--- src/sv/biq_pkg.sv ---
// ----------------------------------------------------------------------------
// biq_pkg
// Shared constants and types for the direct form 1 biquad filter.
// ----------------------------------------------------------------------------
package biq_pkg;

  localparam int SAMPLE_WIDTH_DEF = 16;
  localparam int COEF_WIDTH_DEF   = 18;
  localparam int NUM_COEFS        = 5;
  localparam int CFG_INDEX_W      = 3;

  typedef enum logic [CFG_INDEX_W-1:0] {
    COEF_B0 = 3'd0,
    COEF_B1 = 3'd1,
    COEF_B2 = 3'd2,
    COEF_A1 = 3'd3,
    COEF_A2 = 3'd4
  } coef_idx_t;

  typedef struct packed {
    logic advance;
    logic clear;
  } hist_ctrl_t;

endpackage

--- src/sv/biq_coef_regs.sv ---
// ----------------------------------------------------------------------------
// biq_coef_regs
// Coefficient register file. Flags a history clear on every write to a
// defined register.
// ----------------------------------------------------------------------------
module biq_coef_regs #(
  parameter int COEF_WIDTH = biq_pkg::COEF_WIDTH_DEF
) (
  input  logic                                             clk,
  input  logic                                             rst_n,
  input  logic                                             cfg_we,
  input  logic [biq_pkg::CFG_INDEX_W-1:0]                  cfg_index,
  input  logic [COEF_WIDTH-1:0]                            cfg_wdata,
  output logic [biq_pkg::NUM_COEFS-1:0][COEF_WIDTH-1:0]    coefs,
  output logic                                             coef_written
);

  localparam logic [COEF_WIDTH-1:0] UNITY = {2'b01, {(COEF_WIDTH-2){1'b0}}};
  localparam logic [biq_pkg::NUM_COEFS-1:0][COEF_WIDTH-1:0] COEF_RESET =
    {{((biq_pkg::NUM_COEFS-1)*COEF_WIDTH){1'b0}}, UNITY};

  logic [biq_pkg::NUM_COEFS-1:0][COEF_WIDTH-1:0] coef_r;
  logic [biq_pkg::NUM_COEFS-1:0][COEF_WIDTH-1:0] coef_nxt;
  logic                                          hit;

  always_comb begin
    coef_nxt = coef_r;
    hit      = 1'b0;
    case (biq_pkg::coef_idx_t'(cfg_index))
      biq_pkg::COEF_B0: begin
        coef_nxt[biq_pkg::COEF_B0] = cfg_wdata;
        hit = 1'b1;
      end
      biq_pkg::COEF_B1: begin
        coef_nxt[biq_pkg::COEF_B1] = cfg_wdata;
        hit = 1'b1;
      end
      biq_pkg::COEF_B2: begin
        coef_nxt[biq_pkg::COEF_B2] = cfg_wdata;
        hit = 1'b1;
      end
      biq_pkg::COEF_A1: begin
        coef_nxt[biq_pkg::COEF_A1] = cfg_wdata;
        hit = 1'b1;
      end
      biq_pkg::COEF_A2: begin
        coef_nxt[biq_pkg::COEF_A2] = cfg_wdata;
        hit = 1'b1;
      end
      default: begin
        hit = 1'b0;
      end
    endcase
  end

  always_ff @(posedge clk) begin
    if (!rst_n) begin
      coef_r <= COEF_RESET;
    end else if (cfg_we && hit) begin
      coef_r <= coef_nxt;
    end
  end

  assign coefs        = coef_r;
  assign coef_written = cfg_we && hit;

endmodule

--- config.mk ---
export PLATFORM = sky130hd
export DESIGN_NAME = biq_coef_regs
export DESIGN_NICKNAME = d
export VERILOG_FILES = /design/src/sv/biq_pkg.sv /design/src/sv/biq_coef_regs.sv
export SDC_FILE = /design/constraint.sdc
export NUM_CORES = 1
export LEC_CHECK = 0
export BUFFER_PORTS_ARGS = -buffer_cell sky130_fd_sc_hd__buf_2
export CAP_MARGIN = 5
export CORE_MARGIN = 2
export CORE_UTILIZATION = 53
export DETAILED_ROUTE_END_ITERATION = 8
export MAX_ROUTING_LAYER = met4
export PLACE_DENSITY = 0.92
export SLEW_MARGIN = 40
export SYNTH_ARGS = -nofsm -noshare
export SYNTH_HDL_FRONTEND = slang
export SYNTH_SLANG_ARGS = --single-unit
--- constraint.sdc ---
create_clock -name clk -period 2.8 [get_ports clk]
set_clock_uncertainty 0.05 [all_clocks]
set_input_delay 0.56 -clock clk [delete_from_list [all_inputs] [get_ports clk]]
set_output_delay 0.56 -clock clk [all_outputs]
set_load 0.01 [all_outputs]
[Word level (Yosys, flattened, before mapping)]
Cells that the tools add are included.
Storage, ports and cells
  output and inout port bits: 91
  register bits: 90
Cells by class
  equality and inequality tests: 4
  reduce and logical (&&, ||, !) cells: 8
  mux-type cells: 1
Operators with widths (count)
  $reduce_and 2->1: 5
  $eq 3x2->1 const B: 2
  $reduce_or 5->1: 1
  $eq 3x1->1 const B: 1
  $eq 3x3->1 const B: 1
  $logic_not 3->1: 1
  $logic_and 1x1->1: 1
  $mux 1: 1

[Logic depth before layout (Yosys ltp)]
Gate-level depths: netlist of run 1.
  depth in word-level cells: 5
  depth in mapped cells: 5
  gate-level depth less buffers: 2

[Worst setup path before layout of run 1]
No wires, ideal clock.
  kind: input to output
  start point: input cfg_index[0] (netlist name)
  end point: output coef_written
  data required time: 2190 ps
  stages on the path: 2
  slack: 1341 ps
  path buffers: 0
  arrival: 849 ps
  cell sequence: o21ai_0 > and2_1
Between the ends
  cells in the longest elaborated chain, start to end: 4
  elaborated cells on any way between the ends: 8
RTL lines
  from (decl): RTL line biq_coef_regs.sv:12  | input logic [biq_pkg::CFG_INDEX_W-1:0] cfg_index,
  $eq 3x3->1 (tied with other cells): RTL line biq_coef_regs.sv:29  | case (biq_pkg::coef_idx_t'(cfg_index))
  $reduce_or 5->1 (no line) *
  $mux 1 *: RTL line biq_coef_regs.sv:29
  $logic_and 1x1->1 *: RTL line biq_coef_regs.sv:65  | assign coef_written = cfg_we && hit;
  to (decl): RTL line biq_coef_regs.sv:15  | output logic coef_written
Mark *: on every way between the ends. The rest lies on a longest branch, timed or not.

[Final worst setup path of run 1]
Same ends and word-level chain as after synthesis.

==> metrics.md, run 1 <==
| Metric | Value |
|---|---|
| Vias post-DR | approximately 2600 |
| Buffers on Ports | roughly 110 |
| Vias per Instance | between 5 and 6 |
| Synth Cell Area | about 3400 sq um |
| Peak Freq | 0.5626 GHz |
| Worst slew margin | 0.6283 |
| Initial antenna violation count | 0 |
| Min-delay src | coefs[60] |
| WS Path Type | primary input to output port |
| Worst setup EP type | output port |
| Die area | 6976 sq um |
| Gpl congestion | 0.7410 |
| Yosys top cell by area | dfxtp_1 |
| Synth Area in Adders | 0 |
| Num ports | around 120 |
| Flop-to-flop setup slack | 2060 ps |
| GR Util All Layers | 0.2297 |
| Fin. max-slew vios | 0 |
| Clock latency on the worst-skew pair | about 350 ps |
| Mux contribution to synthesized area | 0.2688 |
| Global-route wire length before repair | 12.43 mm |
| CP Launch Type | primary input |
| RR Endpoint | coefs[27] |
| #FFs+latches synth | 90 |
| CTS clk-pin slew, worst paths | 90 ps |
| Clock buffer depth | 2 |
| Critical path data arrival time | 1170 ps |
| Xor-xnor portion of the synthesized cell area | 0 |
| Compound-Gate Fraction of Synth Area | 0.001493 |
| List of most frequent post-synthesis cells | nand2_1 (107), dfxtp_1 (90), mux2i_1 (90) |
| Fin crit period | 1777 ps |
| Yosys warnings | 0 |
| Largest family of logic cells by synthesized area | multiplexers |
| Gr ovfl total | 0 |
| Max VDD drop | 418.5 uV |
| HPWL after DPL | between 5 and 6 mm |
| Hold EP | coefs[60] |
| Final-report setup violation count | 0 |
| Largest net degree at the start of global routing | 110 |
| Wire per inst | 15.50 um |
| Drt pass-1 iters | 4 |
| Core Rows | 28 |
| Final hold viol count | 0 |
| Power Density | 612.1 nW/um^2 |
| CTS H-tree lvls | 3 |
| Layout cells sized above 1 | 0.3155 |
| Clock root cell | clkbuf_8 |
| Max-cap violations | 0 |
| P_leak | 2.203 nW |
| Worst Hold Slack | between 400 and 500 ps |
| Run status | completed |
| Area contributors post-synth | dfxtp_1 (54%), mux2i_1 (27%), nand2_1 (12%) |
| Reg2Reg Depth | 2 |
| Die Ht | 83.53 um |
| Syn Inst Count | about 320 |
| CTS Sinks | 90 |
| Yosys top cell area share | 0.5375 |
| Top-count cell post-synth | nand2_1 |
| Hold Path Stages | 2 |
| Vias in the first global route | 2566 |
| Post-Synth Simple-Gate Area | 0.1430 |
| Fin nets | 450 |
| Post-synthesis sequential area ratio | 0.5375 |
| CTS tree | built |
| Setup_tns | 0 ps |
| CP required | 2190 ps |
| Ant diodes | 0 |
| Worst hold path type | flip-flop to flip-flop |
| Worst r2r src | coefs[27] |
| Initial Utilization | 0.5563 |
| Syn Nets | 342 |
| Hold-fix buffers, CTS | 0 |
| Post-synth EDFFs | 0 |
| Final Cycle Share | 0.6348 |
| Worst-margin pin slew | 557.5 ps |
| CTS Buf Count | 9 |
| Antenna-violating nets left | 0 |
| Die X | about 84 um |
| Area growth syn-to-layout | 24.67% |
| Number of distinct library cells after synthesis | 16 |
| Syn_area_per_cell | 10.54 sq um |
| Number of remaining DRC errors | 0 |
| CTS resizes | 0 |
| Unrepaired setup endpoints after global routing | no |
| Total routed wirelength | 7.844 mm |
| Iter 0 DRT Violations | 102 |
| Worst-path fanout max | 6 |
| Std-Cell Core Area | 6026 sq um |
| Largest register FFs | 90 |
| Asr flop ratio synth | 0 |
| Main synth FF type | dfxtp_1 |
| Post-CTS Setup Bufs | 0 |
-- worst max-delay path, cell delays in order --
cell and delay [ps]:
buf_2 140, o21ai_0 180, and2_1 160, buf_2 130
-- worst max path at each step --
stage          cells after the start  slack, ps    startpoint           end
3_5_place_dp                       3        710  cfg_index[1]     coefs[79]
5_1_grt                            4       1000  cfg_index[0]  coef_written
3_3_place_gp                       3        810  cfg_index[1]     coefs[87]
2_1_floorplan                      2       1340  cfg_index[0]  coef_written
4_1_cts                            4       1020  cfg_index[0]  coef_written
6_report                           4       1020  cfg_index[0]  coef_written
-- area by class of cell --
| class | count | area [sq um] |
|---|---|---|
| clock buffers | 10 | 127.6 |
| clock inverters | 6 | 112.6 |
| fillers | 467 | 1847 |
| multi-input cells | 206 | 1410 |
| flip-flops and latches | 90 | 1802 |
| well taps | 75 | 93.84 |
| repair buffers | 119 | 633.1 |
-- through the flow --
stage	setup WS (ps)	instance area (sq um)	utilization	power [mW]	std cells
after floorplan	1341	3352	-	1.458	318
after global placement	809.0	3928	0.6518	1.520	490
after detailed placement	708.9	3928	0.6518	1.527	490
after CTS	1019	4168	0.6917	2.567	506
after global routing	997.3	4179	0.6935	2.635	506
final	1023	4179	0.6935	2.558	506
-- metal layers --
layer,up-vias,part of all wire,track usage
li1,1265,-,-
met3,18,0.046,0.03759
met1,1243,0.42,0.2633
met2,86,0.51,0.3915
met5,-,0,-
met4,0,0.027,0.1129
-- where the power goes --
part / internal [mW] / switching, mW / total, mW
Clock: 0.599 / 0.460 / 1.06
Combinational: 0.0705 / 0.106 / 0.177
Sequential: 1.31 / 0.0147 / 1.32
Total: 1.98 / 0.582 / 2.56
-- logic make-up (layout without fill, tap and decap cells) --
logic type	count (synthesis)	after routing
muxes	90	90
AOI/OAI and AO/OA	1	1
and+or+nand+nor	115	115
DFF	90	90
buffers and inverters	22	135
-- cells in the final DEF (no fill, tap or decap) --
| cell | n |
|---|---|
| and2_1 | 1 |
| buf_12 | 2 |
| nor4b_4 | 1 |
| clkinv_2 | 1 |
| and4bb_1 | 1 |
| nand4bb_1 | 1 |
| nand4bb_4 | 1 |
| o21ai_0 | 1 |
| nand4b_1 | 1 |
| dfxtp_1 | 90 |
| clkbuf_8 | 9 |
| bufinv_16 | 3 |
| clkbuf_1 | 1 |
| nor2b_1 | 2 |
| nand2_1 | 107 |
| mux2i_1 | 90 |
| buf_4 | 3 |
| inv_6 | 2 |
| buf_2 | 114 |
(Power assumes the default switching activity.)
==> inputs of run 2 (changes only) <==
--- a/config.mk
+++ b/config.mk
@@ -8,10 +8,10 @@
 export BUFFER_PORTS_ARGS = -buffer_cell sky130_fd_sc_hd__buf_2
 export CAP_MARGIN = 5
 export CORE_MARGIN = 2
-export CORE_UTILIZATION = 53
+export CORE_UTILIZATION = 45
 export DETAILED_ROUTE_END_ITERATION = 8
 export MAX_ROUTING_LAYER = met4
-export PLACE_DENSITY = 0.92
+export PLACE_DENSITY = 0.84
 export SLEW_MARGIN = 40
 export SYNTH_ARGS = -nofsm -noshare
 export SYNTH_HDL_FRONTEND = slang
==> constraint.sdc (replaced) <==
create_clock -name clk -period 1.5 [get_ports clk]
set_clock_uncertainty 0.05 [all_clocks]
set_input_delay 0.3 -clock clk [delete_from_list [all_inputs] [get_ports clk]]
set_output_delay 0.3 -clock clk [all_outputs]
set_load 0.01 [all_outputs]
==> run 2 against run 1 <==
Via count down 0.77%. Final cell count grew 5.7%. Highest routed layer unchanged. Hold slack got worse by 230 ps. Critical path depth down 3. Power is 75% higher. First-iteration DRC count decreased by 7.8%. Critical path type is now flip-flop to output port. Combinational power grew 95%. Worst setup slack got worse by 720 ps. Sequential power rose by 87%. Largest cell class unchanged. Sequential share of layout area down 0.57 points. Count of clock-buffer cells in the layout increased by 2. Die area up 17%.
==> metrics.md, run 2 (same netlist as run 1, synthesis figures left out) <==
| Metric | Value |
|---|---|
| Run status | completed |
| DP Area | 4030 sq um (+2.6%) |
| CTS resizes | 0 (unchanged) |
| Clock latency on the worst-skew pair | 340 ps (about the same) |
| Critical path buffer and inverter count | 1 (-1) |
| Clk pwr share | 0.372 (-0.042) |
| Gr ovfl total | 0 (unchanged) |
| Top delay family on crit path | flip-flops |
| Multi-input gate area | 1394 sq um (-1.2%) |
| Cells after DPL | 519 (+5.9%) |
| Buffers on Ports | 114 (unchanged) |
| Critical-path top delay cell | dfxtp_1 |
| Std-Cell Core Area | 7214 sq um (+20%) |
| Seq pwr share | 0.551 (+0.034) |
| Switching share of power | 0.2306 (+0.003265) |
| Vias per Instance | 4.845 (-6.1%) |
| Drt pass-1 iters | 6 (+2) |
| Area growth syn-to-layout | 26.35% |
| Peak Freq | roughly 0.83 GHz |
| Worst Hold Slack | 180.0 ps (-227.0 ps) |
| CTS Sinks | 90 (unchanged) |
| Worst slew margin | 0.7557 (+0.1273) |
| P_leak | 2.213 nW (+0.46%) |
| HPWL after DPL | 5.368 mm (+2.1%) |
| Max VDD drop | 449.1 uV (+7.3%) |
| Worst-margin pin slew | 366.5 ps (-191.0 ps) |
| # fillers | 648 (+39%) |
| Met3 usage | 0.06344 (+0.02585) |
| Commonest non-fill, non-tap cell in the layout | buf_2 |
| Largest net degree at the start of global routing | 29 (-74%) |
| Clock buffer depth | 2 (unchanged) |
| Worst hold path type | primary input to flip-flop |
| Fin. max-slew vios | 0 (unchanged) |
| CTS clk-pin slew, worst paths | 80 ps (about the same) |
| Num ports | 115 (unchanged) |
| Max-cap violations | 0 (unchanged) |
| Die Ht | 90.31 um (+8.1%) |
| Worst setup EP type | output port |
| Register area | 1802 sq um (unchanged) |
| Critical path data arrival time | 850 ps (-320 ps) |
| WS Path Type | flip-flop to output port |
| Die area | 8155 sq um (+17%) |
| CP required | 1150 ps (-1040 ps) |
| Sw Pwr | 1.033 mW (+78%) |
| Iter 0 DRT Violations | 94 (-7.8%) |
| Total routed wirelength | 7.577 mm (-3.4%) |
| Post-CTS Setup Bufs | 0 (unchanged) |
| Global-route wire length before repair | 12.56 mm (+1.0%) |
| GR Util All Layers | 0.1990 (-0.03065) |
| Core Rows | 31 (+11%) |
| CTS H-tree lvls | 3 (unchanged) |
| Final core occ | 0.5871 (-0.1065) |
| CTS tree | built |
| Die X | 90.31 um (+8.1%) |
| Final Cycle Share | 0.8012 |
| Most frequent cells in the layout | buf_2 (113), nand2_1 (107), mux2i_1 (90), dfxtp_1 (90), clkbuf_8 (11) |
| Ant diodes | 0 (unchanged) |
| Initial antenna violation count | 0 (unchanged) |
| Fin crit period | 1202 ps |
| Unrepaired setup endpoints after global routing | no |
| Final hold viol count | 0 (unchanged) |
| Number of remaining DRC errors | 0 (unchanged) |
| CP peak stage delay | 370 ps (+190 ps) |
| Flop-to-flop setup slack | 800 ps (-1260 ps) |
| Vias post-DR | 2592 (-0.77%) |
| Crit path cell chain | buf_2 |
| Worst setup margin | 298.2 ps (-724.3 ps) |
| Layout cells sized above 1 | 0.3211 (+0.005556) |
| CP Launch Type | flip-flop |
| Largest register FFs | 90 (unchanged) |
| Vias in the first global route | 2585 (+0.74%) |
| Clock root cell | clkbuf_8 |
| Power Density | 1057 nW/um^2 (+73%) |
| Gr busiest metal | met2 |
| Final Cell Area | 4235 sq um (+1.3%) |
| Grt met2 use | 0.3202 (-0.07132) |
| Placement Setup Slack | 157.1 ps (-551.8 ps) |
| Fin nets | 455 (+1.1%) |
| P_int | 3.444 mW (+74%) |
| Worst-path fanout max | 2 (-4) |
| Final-report setup violation count | 0 (unchanged) |
| Gpl congestion | 0.7284 (-1.7%) |
| Gate power share | 0.077 (+0.008) |
| Wire per inst | 14.16 um (-8.6%) |
| Design Power | 4.477 mW (+75%) |
| Met1 GRT Util | 0.2376 (-0.02564) |
| Hold-fix buffers, CTS | 0 (unchanged) |
| CTS Buf Count | 9 (unchanged) |
| Initial Utilization | 0.4646 (-0.09165) |
| Non-Filler Instances | 535 (+5.7%) |
| Antenna-violating nets left | 0 (unchanged) |
| Setup_tns | 0 ps (unchanged) |
[run 2: changes by cell type in the layout (fill, tap and decap cells not counted), sizes merged]
cell      previous run  this run
buf                119       124
bufinv               3         1
clkbuf              10        12
clkinvlp             0         2
inv                  2         0
[run 2: final timing paths]
check              endpoint  depth (start not counted)     startpoint
setup / recovery  coefs[21]                          1      coefs[21]
hold / removal    coefs[16]                          3  cfg_wdata[16]
setup reg to reg  coefs[39]                          2      coefs[39]
hold reg to reg   coefs[45]                          2      coefs[45]
[run 2: power groups by stage]
stage	sequential (mW)	clock, mW	combinational, mW
floorplan	2.55	0	0.176
global placement	2.52	0	0.338
detailed placement	2.52	0	0.350
CTS	2.47	1.70	0.350
global route	2.47	1.81	0.379
finish	2.47	1.66	0.346
[run 2: layer usage]
metal,up-vias,share of wire,routed length [um]
met5,-,0,0
met4,0,0.012,90
met3,8,0.066,502
met2,82,0.49,3699
met1,1229,0.43,3285
li1,1273,-,-
[run 2: area by class of cell]
type	instances	area share
flip-flops and latches	90	0.4254
multi-input cells	206	0.3291
repair buffers	124	0.1678
clock buffers	12	0.03663
well taps	99	0.02925
clock inverters	4	0.01182
